`src/design/clt_pkg.sv`:
```
package clt_pkg;

    // Command codes carried in the mode field
    localparam logic [3:0] MODE_INS_FRONT = 4'd0;
    localparam logic [3:0] MODE_INS_REAR  = 4'd1;
    localparam logic [3:0] MODE_RM_FRONT  = 4'd2;
    localparam logic [3:0] MODE_RM_REAR   = 4'd3;
    localparam logic [3:0] MODE_READ_CUR  = 4'd4;
    localparam logic [3:0] MODE_RM_CUR    = 4'd5;
    localparam logic [3:0] MODE_FIND_NUM  = 4'd6;
    localparam logic [3:0] MODE_FIND_NAME = 4'd7;
    localparam logic [3:0] MODE_READ_ALL  = 4'd8;
    localparam logic [3:0] MODE_CLEAR     = 4'd9;

    // Status codes
    localparam logic [1:0] ST_OK        = 2'd0;
    localparam logic [1:0] ST_EMPTY     = 2'd1;
    localparam logic [1:0] ST_FULL      = 2'd2;
    localparam logic [1:0] ST_NOT_FOUND = 2'd3;

    localparam int MAX_RESULTS = 32;

    typedef struct packed {
        logic [3:0]  mode;
        logic [31:0] number;
        logic [63:0] name_low;
        logic [7:0]  name_high;
    } cmd_t;

    typedef struct packed {
        logic [1:0]  status;
        logic [31:0] out_number;
        logic [63:0] out_name_low;
        logic [7:0]  out_name_high;
        logic        last;
    } rsp_t;

    typedef enum logic [3:0] {
        S_IDLE,
        S_DECODE,
        S_INSERT,
        S_WALK,
        S_WALK_WAIT,
        S_REMOVE,
        S_EMIT_REC,
        S_EMIT_NONE,
        S_OUT_WAIT
    } ctl_state_t;

    // Walk purpose
    typedef enum logic [1:0] {
        W_PRED,
        W_FIND,
        W_ALL
    } walk_kind_t;

    // Controller to datapath commands
    typedef struct packed {
        logic       latch_cmd;
        logic       do_insert;
        logic       walk_start;
        logic       walk_step;
        logic       do_remove;
        logic       do_clear;
        logic       set_cur_hit;
        logic       rd_issue;
        logic       emit;
        logic       emit_rec;
        logic [1:0] emit_status;
        logic       emit_last;
    } dp_cmd_t;

    // Datapath to controller status
    typedef struct packed {
        logic [3:0] mode;
        logic       empty;
        logic       full;
        logic       cur_valid;
        logic       walk_done;
        logic       walk_hit;
        logic       all_last;
        logic       out_busy;
        logic       victim_head;
        logic       victim_tail;
        logic       one_left;
    } dp_sts_t;

endpackage

```
`src/design/clt_if.sv`:
```
interface clt_if #(
    parameter type payload_t = logic
);
    logic     valid;
    logic     ready;
    payload_t payload;

    modport source (output valid, output payload, input ready);
    modport sink   (input valid, input payload, output ready);
endinterface

```
`src/design/clt_datapath.sv`:
```
module clt_datapath #(
    parameter int POOL_DEPTH = 32
) (
    input  logic             clk,
    input  logic             rst_n,
    input  clt_pkg::cmd_t    cmd_in,
    input  clt_pkg::dp_cmd_t dp_cmd,
    output clt_pkg::dp_sts_t dp_sts,
    output clt_pkg::rsp_t    rsp_data,
    output logic             rsp_valid,
    input  logic             rsp_ready
);
    import clt_pkg::*;

    localparam int IW = (POOL_DEPTH > 1) ? $clog2(POOL_DEPTH) : 1;
    localparam int CW = $clog2(POOL_DEPTH + 1);
    localparam int RW = $clog2(MAX_RESULTS + 1);

    // Node pool
    logic [31:0] num_mem  [POOL_DEPTH];
    logic [63:0] nlo_mem  [POOL_DEPTH];
    logic [7:0]  nhi_mem  [POOL_DEPTH];
    logic [IW-1:0] link_mem [POOL_DEPTH];

    logic [POOL_DEPTH-1:0] free_reg, free_next;
    logic [IW-1:0] head_reg, head_next, tail_reg, tail_next, cur_reg, cur_next;
    logic          cur_valid_reg, cur_valid_next;
    logic [CW-1:0] count_reg, count_next;
    cmd_t          cmd_reg;

    // Walker
    logic [IW-1:0] walk_ptr_reg, prev_ptr_reg, victim_reg;
    logic [CW-1:0] walk_n_reg;
    logic [RW-1:0] all_n_reg;
    walk_kind_t    walk_kind_reg;
    logic          walk_done_reg, walk_hit_reg;

    // Registered read port
    logic [31:0] rd_num;
    logic [63:0] rd_nlo;
    logic [7:0]  rd_nhi;
    logic [IW-1:0] rd_link;

    rsp_t rsp_reg;
    logic rsp_valid_reg;

    // Free slot search
    logic [IW-1:0] alloc_idx;
    logic          alloc_ok;
    always_comb
    begin
        alloc_idx = '0;
        alloc_ok  = 1'b0;
        for (int i = POOL_DEPTH - 1; i >= 0; i--)
        begin
            if (free_reg[i])
            begin
                alloc_idx = IW'(i);
                alloc_ok  = 1'b1;
            end
        end
    end

    // Name compare as a nine byte string
    function automatic logic name_eq(input logic [71:0] a, input logic [71:0] b);
        logic r, stop;
        r = 1'b1;
        stop = 1'b0;
        for (int k = 0; k < 9; k++)
        begin
            if (!stop)
            begin
                if (a[8*k +: 8] != b[8*k +: 8])
                begin
                    r = 1'b0;
                    stop = 1'b1;
                end
                else if (a[8*k +: 8] == 8'd0)
                begin
                    stop = 1'b1;
                end
            end
        end
        return r;
    endfunction

    logic hit_now;
    assign hit_now = (cmd_reg.mode == MODE_FIND_NUM) ? (rd_num == cmd_reg.number)
                   : name_eq({rd_nhi, rd_nlo}, {cmd_reg.name_high, cmd_reg.name_low});

    // Memory read of the walk pointer, and writes on insert
    logic [IW-1:0] rd_addr;
    assign rd_addr = walk_ptr_reg;

    always_ff @(posedge clk)
    begin
        rd_num  <= num_mem[rd_addr];
        rd_nlo  <= nlo_mem[rd_addr];
        rd_nhi  <= nhi_mem[rd_addr];
        rd_link <= link_mem[rd_addr];
        if (dp_cmd.do_insert && alloc_ok)
        begin
            num_mem[alloc_idx] <= cmd_reg.number;
            nlo_mem[alloc_idx] <= cmd_reg.name_low;
            nhi_mem[alloc_idx] <= cmd_reg.name_high;
        end
    end

    // Link writes: one per cycle
    logic          lw_en;
    logic [IW-1:0] lw_addr, lw_data;
    logic          lw2_en;
    logic [IW-1:0] lw2_addr, lw2_data;
    always_ff @(posedge clk)
    begin
        if (lw_en)
            link_mem[lw_addr] <= lw_data;
        else if (lw2_en)
            link_mem[lw2_addr] <= lw2_data;
    end

    // Pending second link write (insert into a non-empty list needs two)
    logic          pend_reg, pend_next;
    logic [IW-1:0] pend_addr_reg, pend_addr_next, pend_data_reg, pend_data_next;
    logic [IW-1:0] vlink_reg;

    assign lw2_en   = pend_reg;
    assign lw2_addr = pend_addr_reg;
    assign lw2_data = pend_data_reg;

    // List state update
    always_comb
    begin
        free_next      = free_reg;
        head_next      = head_reg;
        tail_next      = tail_reg;
        cur_next       = cur_reg;
        cur_valid_next = cur_valid_reg;
        count_next     = count_reg;
        lw_en          = 1'b0;
        lw_addr        = '0;
        lw_data        = '0;
        pend_next      = 1'b0;
        pend_addr_next = pend_addr_reg;
        pend_data_next = pend_data_reg;

        if (dp_cmd.do_clear)
        begin
            free_next      = '1;
            head_next      = '0;
            tail_next      = '0;
            cur_next       = '0;
            cur_valid_next = 1'b0;
            count_next     = '0;
        end
        else if (dp_cmd.do_insert && alloc_ok)
        begin
            free_next[alloc_idx] = 1'b0;
            cur_next       = alloc_idx;
            cur_valid_next = 1'b1;
            count_next     = count_reg + 1'b1;
            lw_en          = 1'b1;
            lw_addr        = alloc_idx;
            if (count_reg == '0)
            begin
                head_next = alloc_idx;
                tail_next = alloc_idx;
                lw_data   = alloc_idx;
            end
            else
            begin
                lw_data        = head_reg;
                pend_next      = 1'b1;
                pend_addr_next = tail_reg;
                pend_data_next = alloc_idx;
                if (cmd_reg.mode == MODE_INS_FRONT)
                    head_next = alloc_idx;
                else
                    tail_next = alloc_idx;
            end
        end
        else if (dp_cmd.do_remove)
        begin
            free_next[victim_reg] = 1'b1;
            count_next = count_reg - 1'b1;
            if (count_reg <= CW'(1))
            begin
                head_next      = '0;
                tail_next      = '0;
                cur_next       = '0;
                cur_valid_next = 1'b0;
                count_next     = '0;
            end
            else if (victim_reg == head_reg)
            begin
                head_next      = vlink_reg;
                cur_next       = vlink_reg;
                cur_valid_next = 1'b1;
                lw_en          = 1'b1;
                lw_addr        = tail_reg;
                lw_data        = vlink_reg;
            end
            else
            begin
                // prev_ptr_reg holds the predecessor found by the walk
                cur_next       = prev_ptr_reg;
                cur_valid_next = 1'b1;
                lw_en          = 1'b1;
                lw_addr        = prev_ptr_reg;
                lw_data        = vlink_reg;
                if (victim_reg == tail_reg)
                    tail_next = prev_ptr_reg;
            end
        end
        else if (dp_cmd.set_cur_hit)
        begin
            cur_next       = walk_ptr_reg;
            cur_valid_next = 1'b1;
        end
    end

    always_ff @(posedge clk or negedge rst_n)
    begin
        if (!rst_n)
        begin
            free_reg      <= '1;
            head_reg      <= '0;
            tail_reg      <= '0;
            cur_reg       <= '0;
            cur_valid_reg <= 1'b0;
            count_reg     <= '0;
            pend_reg      <= 1'b0;
        end
        else
        begin
            free_reg      <= free_next;
            head_reg      <= head_next;
            tail_reg      <= tail_next;
            cur_reg       <= cur_next;
            cur_valid_reg <= cur_valid_next;
            count_reg     <= count_next;
            pend_reg      <= pend_next;
        end
    end

    always_ff @(posedge clk)
    begin
        pend_addr_reg <= pend_addr_next;
        pend_data_reg <= pend_data_next;
        if (dp_cmd.latch_cmd)
            cmd_reg <= cmd_in;
    end

    // Link walker: pointer advances from the registered link read
    always_ff @(posedge clk or negedge rst_n)
    begin
        if (!rst_n)
        begin
            walk_done_reg <= 1'b0;
            walk_hit_reg  <= 1'b0;
            walk_n_reg    <= '0;
            all_n_reg     <= '0;
            walk_kind_reg <= W_PRED;
            walk_ptr_reg  <= '0;
            prev_ptr_reg  <= '0;
            victim_reg    <= '0;
            vlink_reg     <= '0;
        end
        else if (dp_cmd.walk_start)
        begin
            // Single record reads start at the current entry, walks at the head
            case (cmd_reg.mode)
                MODE_INS_FRONT, MODE_INS_REAR, MODE_READ_CUR: walk_ptr_reg <= cur_reg;
                default:                                      walk_ptr_reg <= head_reg;
            endcase
            prev_ptr_reg <= tail_reg;
            walk_n_reg   <= '0;
            all_n_reg    <= '0;
            walk_hit_reg <= 1'b0;
            walk_done_reg <= 1'b0;
            case (cmd_reg.mode)
                MODE_FIND_NUM, MODE_FIND_NAME: walk_kind_reg <= W_FIND;
                MODE_READ_ALL:                 walk_kind_reg <= W_ALL;
                default:                       walk_kind_reg <= W_PRED;
            endcase
            case (cmd_reg.mode)
                MODE_RM_FRONT: victim_reg <= head_reg;
                MODE_RM_REAR:  victim_reg <= tail_reg;
                default:       victim_reg <= cur_reg;
            endcase
        end
        else if (dp_cmd.walk_step)
        begin
            // rd_* now holds the node at walk_ptr_reg
            case (walk_kind_reg)
                W_FIND:
                begin
                    if (hit_now)
                    begin
                        walk_hit_reg  <= 1'b1;
                        walk_done_reg <= 1'b1;
                    end
                    else if (walk_n_reg + 1'b1 >= count_reg)
                    begin
                        walk_done_reg <= 1'b1;
                    end
                    else
                    begin
                        walk_ptr_reg <= rd_link;
                        walk_n_reg   <= walk_n_reg + 1'b1;
                    end
                end
                W_PRED:
                begin
                    if (walk_ptr_reg == victim_reg)
                    begin
                        vlink_reg     <= rd_link;
                        walk_done_reg <= 1'b1;
                    end
                    else
                    begin
                        prev_ptr_reg <= walk_ptr_reg;
                        walk_ptr_reg <= rd_link;
                    end
                end
                default:
                begin
                    walk_ptr_reg <= rd_link;
                    all_n_reg    <= all_n_reg + 1'b1;
                end
            endcase
        end
    end

    logic all_last;
    assign all_last = (CW'(all_n_reg) + 1'b1 >= count_reg) ||
                      (all_n_reg == RW'(MAX_RESULTS - 1));

    // Output register
    always_ff @(posedge clk or negedge rst_n)
    begin
        if (!rst_n)
            rsp_valid_reg <= 1'b0;
        else if (dp_cmd.emit)
            rsp_valid_reg <= 1'b1;
        else if (rsp_ready)
            rsp_valid_reg <= 1'b0;
    end

    always_ff @(posedge clk)
    begin
        if (dp_cmd.emit)
        begin
            rsp_reg.status <= dp_cmd.emit_status;
            rsp_reg.last   <= dp_cmd.emit_last;
            if (dp_cmd.emit_rec)
            begin
                rsp_reg.out_number    <= rd_num;
                rsp_reg.out_name_low  <= rd_nlo;
                rsp_reg.out_name_high <= rd_nhi;
            end
            else
            begin
                rsp_reg.out_number    <= '0;
                rsp_reg.out_name_low  <= '0;
                rsp_reg.out_name_high <= '0;
            end
        end
    end

    // rd_issue is used by the controller only as a wait slot for the read
    logic unused_rd;
    assign unused_rd = dp_cmd.rd_issue;

    assign rsp_data  = rsp_reg;
    assign rsp_valid = rsp_valid_reg;

    always_comb
    begin
        dp_sts.mode        = cmd_reg.mode;
        dp_sts.empty       = (count_reg == '0);
        dp_sts.full        = !alloc_ok;
        dp_sts.cur_valid   = cur_valid_reg;
        dp_sts.walk_done   = walk_done_reg;
        dp_sts.walk_hit    = walk_hit_reg;
        dp_sts.all_last    = all_last || unused_rd & 1'b0;
        dp_sts.out_busy    = rsp_valid_reg && !rsp_ready;
        dp_sts.victim_head = (victim_reg == head_reg);
        dp_sts.victim_tail = (victim_reg == tail_reg);
        dp_sts.one_left    = (count_reg == CW'(1));
    end

endmodule

```
`src/design/clt_ctrl.sv`:
```
module clt_ctrl (
    input  logic             clk,
    input  logic             rst_n,
    input  logic             in_valid,
    output logic             in_ready,
    input  clt_pkg::dp_sts_t dp_sts,
    output clt_pkg::dp_cmd_t dp_cmd
);
    import clt_pkg::*;

    ctl_state_t state_reg, state_next;

    // Next state
    always_comb
    begin
        state_next = state_reg;
        case (state_reg)
            S_IDLE:
                if (in_valid)
                    state_next = S_DECODE;
            S_DECODE:
                if (dp_sts.out_busy)
                    state_next = S_DECODE;
                else
                    case (dp_sts.mode)
                        MODE_INS_FRONT, MODE_INS_REAR:
                            state_next = dp_sts.full ? S_EMIT_NONE : S_INSERT;
                        MODE_RM_FRONT, MODE_RM_REAR, MODE_RM_CUR, MODE_READ_CUR:
                            if (dp_sts.empty ||
                                ((dp_sts.mode == MODE_RM_CUR || dp_sts.mode == MODE_READ_CUR)
                                 && !dp_sts.cur_valid))
                                state_next = S_EMIT_NONE;
                            else
                                state_next = S_WALK_WAIT;
                        MODE_FIND_NUM, MODE_FIND_NAME, MODE_READ_ALL:
                            state_next = dp_sts.empty ? S_EMIT_NONE : S_WALK_WAIT;
                        default:
                            state_next = S_EMIT_NONE;
                    endcase
            S_INSERT:
                state_next = S_WALK_WAIT;
            S_WALK_WAIT:
                state_next = S_WALK;
            S_WALK:
                case (dp_sts.mode)
                    MODE_READ_ALL:
                        if (!dp_sts.out_busy)
                            state_next = dp_sts.all_last ? S_OUT_WAIT : S_WALK_WAIT;
                    MODE_INS_FRONT, MODE_INS_REAR, MODE_READ_CUR:
                        if (!dp_sts.out_busy)
                            state_next = S_OUT_WAIT;
                    default:
                        // each step needs a fresh read of the next node
                        state_next = dp_sts.walk_done ? S_EMIT_REC : S_WALK_WAIT;
                endcase
            S_EMIT_REC:
                if (!dp_sts.out_busy)
                    state_next = (dp_sts.mode == MODE_RM_FRONT || dp_sts.mode == MODE_RM_REAR
                                  || dp_sts.mode == MODE_RM_CUR) ? S_REMOVE : S_OUT_WAIT;
            S_REMOVE:
                state_next = S_OUT_WAIT;
            S_EMIT_NONE:
                state_next = S_OUT_WAIT;
            S_OUT_WAIT:
                if (!dp_sts.out_busy)
                    state_next = S_IDLE;
            default:
                state_next = S_IDLE;
        endcase
    end

    always_ff @(posedge clk or negedge rst_n)
    begin
        if (!rst_n)
            state_reg <= S_IDLE;
        else
            state_reg <= state_next;
    end

    // Outputs
    always_comb
    begin
        dp_cmd = '0;
        in_ready = (state_reg == S_IDLE);
        case (state_reg)
            S_IDLE:
                dp_cmd.latch_cmd = in_valid;
            S_DECODE:
                if (!dp_sts.out_busy)
                    case (dp_sts.mode)
                        MODE_INS_FRONT, MODE_INS_REAR:
                        begin
                            dp_cmd.do_insert = !dp_sts.full;
                        end
                        MODE_RM_FRONT, MODE_RM_REAR, MODE_RM_CUR, MODE_READ_CUR,
                        MODE_FIND_NUM, MODE_FIND_NAME, MODE_READ_ALL:
                            dp_cmd.walk_start = 1'b1;
                        MODE_CLEAR:
                            dp_cmd.do_clear = 1'b1;
                        default:
                            dp_cmd.walk_start = 1'b0;
                    endcase
            S_INSERT:
                dp_cmd.walk_start = 1'b1;
            S_WALK_WAIT:
                dp_cmd.rd_issue = 1'b1;
            S_WALK:
                case (dp_sts.mode)
                    MODE_READ_ALL:
                        if (!dp_sts.out_busy)
                        begin
                            dp_cmd.emit        = 1'b1;
                            dp_cmd.emit_rec    = 1'b1;
                            dp_cmd.emit_status = ST_OK;
                            dp_cmd.emit_last   = dp_sts.all_last;
                            dp_cmd.walk_step   = 1'b1;
                        end
                    MODE_INS_FRONT, MODE_INS_REAR, MODE_READ_CUR:
                        if (!dp_sts.out_busy)
                        begin
                            dp_cmd.emit        = 1'b1;
                            dp_cmd.emit_rec    = 1'b1;
                            dp_cmd.emit_status = ST_OK;
                            dp_cmd.emit_last   = 1'b1;
                        end
                    default:
                        if (!dp_sts.walk_done)
                            dp_cmd.walk_step = 1'b1;
                endcase
            S_EMIT_REC:
                if (!dp_sts.out_busy)
                begin
                    dp_cmd.emit      = 1'b1;
                    dp_cmd.emit_last = 1'b1;
                    if ((dp_sts.mode == MODE_FIND_NUM || dp_sts.mode == MODE_FIND_NAME)
                        && !dp_sts.walk_hit)
                    begin
                        dp_cmd.emit_status = ST_NOT_FOUND;
                    end
                    else
                    begin
                        dp_cmd.emit_rec    = 1'b1;
                        dp_cmd.emit_status = ST_OK;
                        dp_cmd.set_cur_hit = (dp_sts.mode == MODE_FIND_NUM ||
                                              dp_sts.mode == MODE_FIND_NAME);
                    end
                end
            S_REMOVE:
                dp_cmd.do_remove = 1'b1;
            S_EMIT_NONE:
            begin
                dp_cmd.emit      = 1'b1;
                dp_cmd.emit_last = 1'b1;
                case (dp_sts.mode)
                    MODE_INS_FRONT, MODE_INS_REAR: dp_cmd.emit_status = ST_FULL;
                    MODE_RM_FRONT, MODE_RM_REAR, MODE_RM_CUR, MODE_READ_CUR,
                    MODE_READ_ALL:                 dp_cmd.emit_status = ST_EMPTY;
                    MODE_FIND_NUM, MODE_FIND_NAME: dp_cmd.emit_status = ST_NOT_FOUND;
                    default:                       dp_cmd.emit_status = ST_OK;
                endcase
            end
            default:
                dp_cmd.emit = 1'b0;
        endcase
    end

endmodule

```
`src/design/circular_list_table_engine.sv`:
```
// Insert and read current read only the entry at the current pointer; remove,
// search and read all walk the links from the head, with a registered link read
// for each node. One command is in work at a time.
// Read all gives one result per node, up to MAX_RESULTS, stalling on output.
// Reset: asynchronous active low; pool all free, list empty, no current entry.
module circular_list_table_engine #(
    parameter int POOL_DEPTH = 32
) (
    input logic clk,
    input logic rst_n,
    clt_if.sink   cmd,
    clt_if.source rsp
);
    import clt_pkg::*;

    dp_cmd_t dp_cmd;
    dp_sts_t dp_sts;

    clt_ctrl u_ctrl (
        .clk      (clk),
        .rst_n    (rst_n),
        .in_valid (cmd.valid),
        .in_ready (cmd.ready),
        .dp_sts   (dp_sts),
        .dp_cmd   (dp_cmd)
    );

    clt_datapath #(
        .POOL_DEPTH (POOL_DEPTH)
    ) u_dp (
        .clk       (clk),
        .rst_n     (rst_n),
        .cmd_in    (cmd.payload),
        .dp_cmd    (dp_cmd),
        .dp_sts    (dp_sts),
        .rsp_data  (rsp.payload),
        .rsp_valid (rsp.valid),
        .rsp_ready (rsp.ready)
    );

endmodule
```
`src/flat_wrapper.sv`:
```
// flat-port wrapper written by rule: the top's interface ports become plain ports
module circular_list_table_engine_flat import clt_pkg::*;
#(
    parameter int POOL_DEPTH = 32
)
  (clk, rst_n, cmd_valid, cmd_payload, cmd_ready, rsp_valid, rsp_payload, rsp_ready);
  clt_if cmd_i ();
  clt_if rsp_i ();
  input logic clk;
  input logic rst_n;
  input wire logic [$bits(cmd_i.valid)-1:0] cmd_valid;
  input wire logic [$bits(cmd_i.payload)-1:0] cmd_payload;
  output wire logic [$bits(cmd_i.ready)-1:0] cmd_ready;
  output wire logic [$bits(rsp_i.valid)-1:0] rsp_valid;
  output wire logic [$bits(rsp_i.payload)-1:0] rsp_payload;
  input wire logic [$bits(rsp_i.ready)-1:0] rsp_ready;
  assign cmd_i.valid = cmd_valid;
  assign cmd_i.payload = cmd_payload;
  assign cmd_ready = cmd_i.ready;
  assign rsp_valid = rsp_i.valid;
  assign rsp_payload = rsp_i.payload;
  assign rsp_i.ready = rsp_ready;
  circular_list_table_engine #(.POOL_DEPTH(POOL_DEPTH)) u_core (.clk(clk), .rst_n(rst_n), .cmd(cmd_i), .rsp(rsp_i));
endmodule
```
`config.mk`:
```
export PLATFORM = sky130hd
export DESIGN_NAME = circular_list_table_engine_flat
export DESIGN_NICKNAME = d
export VERILOG_FILES = /design/src/design/clt_pkg.sv /design/src/design/clt_if.sv /design/src/design/clt_datapath.sv /design/src/design/clt_ctrl.sv /design/src/design/circular_list_table_engine.sv /design/src/flat_wrapper.sv
export SDC_FILE = /design/constraint.sdc
export NUM_CORES = 1
export LEC_CHECK = 0
export BUFFER_PORTS_ARGS = -buffer_cell sky130_fd_sc_hd__buf_2
export CAP_MARGIN = 10
export CORE_MARGIN = 2
export CORE_UTILIZATION = 50
export CTS_CLUSTER_DIAMETER = 120
export DETAILED_ROUTE_END_ITERATION = 8
export GPL_ROUTABILITY_DRIVEN = 0
export PLACE_DENSITY_LB_ADDON = 0.1
export SYNTH_ARGS = -nofsm -noshare
export SYNTH_HDL_FRONTEND = slang
export SYNTH_SLANG_ARGS = --single-unit
```
`constraint.sdc`:
```
create_clock -name clk -period 5.5 [get_ports clk]
set_clock_uncertainty 0.1 [all_clocks]
set_input_delay 1.1 -clock clk [delete_from_list [all_inputs] [get_ports clk]]
set_output_delay 1.1 -clock clk [all_outputs]
set_load 0.02 [all_outputs]
```
==> run summary <==
Status = completed
Post-route cell area = 4060 sq um
Distinct cell type count after synthesis = 61
Synth Instances = 399
Final setup vio count = 0
Pwr Density = 458.5 nW/um^2
Io pins = 8
Root buf cell = clkbuf_8
CP arrival = 3.14 ns
CTS Sinks = 69
WP data required = 5.63 ns
Worst-Margin Slew = 1.071 ns
Cell Chain, Critical Path = buf_2, nand2b_1, nand3_1, a31oi_1, nor2_2, a221o_1
Number of synthesized flops with an enable pin = 1
DR vias = 3,128
Max Fclk = 332.4 MHz
Fillcell total = 658
LEAKAGE = 1.670 nW
Mean post-synth cell area = 9.436 sq um
Main synth FF type = dfrtp_1
P_int = 1.067 mW
Area contributors post-synth = dfrtp_1, dfstp_2, a21oi_1
Nets = 409
Remaining routing DRC violations = 0
CP Launch Type = input pin
Switching Power = 0.7946 mW
Post-synthesis sequential area ratio = 0.4706
Post-route antenna net violation count = 0
Switch share = 0.4268
CTS Hold Bufs = 0
Max reg flops = 32
Initial DRC count = 241
Fin. Hold Viols = 0
WL/cell = 18.98 um
Clock share of power = 0.220
Total Routing Usage GR = 0.2434
Hold crit path type = register to register
Worst Path Buf+Inv = 1
Clock slew at reported path FFs = 0.07 ns
Post-cts resize count = 0
Placed cell area = 3869 sq um
Fin crit share = 0.5470
First-pass GRT wire length = 15,700 um
Post-synth net total = 408
TritonCTS clock tree = yes
Largest net degree at the start of global routing = 42
Initial antenna violation count = 0
CP max FO = 9
WS Path Type = input pin to register
IO Port Bufs = 6
Reg power frac = 0.419
Die X = 90.78 um
Critical path's top delay family = compound AO/OA/AOI/OAI gates
Average vias per placed instance = 6.206
Site Rows = 31
Gate power share = 0.361
Slowest CP cell = a31oi_1
Worst slew margin = 0.2861
Final total power = 1.862 mW
TritonCTS Buffers = 9
Async S/R FF share, synth = 0.9855
Die ar. = 8240 sq um
Max incr delay on CP = 0.71 ns
Max-cap viol count = 0
Synth Register Bits = 69
Cell taking the most area after synthesis = dfrtp_1
ANT cells = 0
Final wirelength = 9567 um
Unrepaired setup endpoints after global routing = no
H-tree depth = 3
YS warnings = 0
Setup TNS = 0 ns
Worst-Skew Late Latency = 0.35 ns
Starting Density = 0.5191
Synthesized area = 3765 sq um
Core region area = 7253 sq um
Worst VDD drop = 0.0002632 V
Crit. End Element = register
Drt first pass iters = 5
Share of layout cells above drive strength 1 = 0.1926
Die height = 90.78 um
Synth-to-Final Area Change = 7.843%
Placed wire-length estimate = 6383 um
Grt ovf = 0
CTS Buffer Depth = 2
Post-CTS Setup Inserts = 0
Slew Viols, Final = 0
Vias in the first global route = 3,004
Min cycle time layout = 3.009 ns
Post-synth top area share = 0.2393
Final Hold Slack = 0.3770 ns
==> cells in the mapped netlist (all sizes together) (2+ instances only) <==
library cell and number:
a2111oi 2, and3 4, o22ai 3, ha 4
nor3b 3, a221o 4, and2 5, nand3 9
nor3 14, o21a 3, xor2 5, nand2 23
nor2b 3, nand3b 2, or4 7, a21o 5
nor4 10, or3 4, mux2 11, nand4 3
dfstp 32, nor2 44, a31oi 20, o21ai 16
a21oi 57, o311ai 2, clkbuf 18, a22o 5
dfrtp 36, o2111ai 2, xnor2 5, nand2b 4
inv 9, a22oi 4, a211oi 2
==> placed cells by master, fill, tap and decap left out, types with 4 or more instances in the layout <==
| master | n |
|---|---|
| nand2b_1 | 4 |
| or3_1 | 4 |
| nor2_1 | 43 |
| nand2_1 | 23 |
| dfrtp_1 | 36 |
| nand3_1 | 9 |
| buf_2 | 6 |
| a31oi_1 | 20 |
| mux2_2 | 11 |
| nor4_1 | 10 |
| xnor2_1 | 5 |
| a22oi_1 | 4 |
| a21o_1 | 5 |
| o21ai_0 | 13 |
| inv_1 | 9 |
| and3_1 | 4 |
| a21oi_1 | 57 |
| dfstp_2 | 32 |
| a221o_1 | 4 |
| xor2_1 | 5 |
| or4_1 | 4 |
| and2_1 | 4 |
| nor3_1 | 12 |
| a22o_1 | 5 |
| clkbuf_8 | 9 |
| ha_1 | 4 |
==> cells by family after synthesis <==
family / after synthesis / synth area share
buffers and inverters: 28 / 0.02825
adder cells (fa/ha/maj): 5 / 0.01595
XOR/XNOR: 10 / 0.02326
flip-flops: 69 / 0.4706
multiplexers: 11 / 0.03290
AND/OR/NAND/NOR: 139 / 0.1964
AO/OA/AOI/OAI: 137 / 0.2326
==> path summary, 6_finish.rpt <==
path	startpoint	endpoint	slack, ns	cells after the start
setup / recovery	rsp_ready	u_core.u_dp.cur_reg[3]	2.49	6
hold / removal	u_core.u_dp.cur_reg[4]	u_core.u_dp.cur_reg[4]	0.38	1
setup reg to reg	u_core.u_dp.free_reg[20]	u_core.u_dp.tail_reg[0]	2.61	6
hold reg to reg	u_core.u_dp.cur_reg[4]	u_core.u_dp.cur_reg[4]	0.38	1
max in group asynchronous	rst_n	u_core.u_dp.free_reg[6]	3.70	2
min in group asynchronous	rst_n	u_core.u_dp.count_reg[1]	0.64	1
==> power groups by stage <==
| stage | Combinational [mW] | Sequential, mW | Clock [mW] |
|---|---|---|---|
| global route | 0.742 | 0.802 | 0.443 |
| detailed placement | 0.664 | 0.784 | 0 |
| global placement | 0.655 | 0.779 | 0 |
| floorplan | 0.541 | 0.709 | 0 |
| CTS | 0.666 | 0.776 | 0.416 |
| finish | 0.671 | 0.780 | 0.410 |
==> layer usage <==
layer  track usage  wire [um]
met5             0          0
met4       0.07576        134
met3       0.05092        588
met2        0.3756       4403
met1        0.3456       4440
==> stage by stage <==
| step | setup slack [ns] | util | std cells |
|---|---|---|---|
| floorplan | 2.653 | - | 399 |
| global placement | 2.147 | 0.5334 | 488 |
| detailed placement | 2.138 | 0.5334 | 488 |
| CTS | 2.501 | 0.5598 | 504 |
| global route | 2.325 | 0.5598 | 504 |
| finish | 2.491 | 0.5598 | 504 |
==> area by class of cell <==
| class | instances | area, sq um | area share |
|---|---|---|---|
| clock inverter | 6 | 63.81 | 0.01572 |
| clock buffer | 10 | 127.6 | 0.03143 |
| inverter | 9 | 33.78 | 0.008321 |
| sequential | 69 | 1772 | 0.4364 |
| tap | 99 | 123.9 | 0.03051 |
| timing repair buffer | 9 | 52.55 | 0.01294 |
| multi-input combinational | 302 | 1887 | 0.4647 |
(Power assumes the default switching activity.)
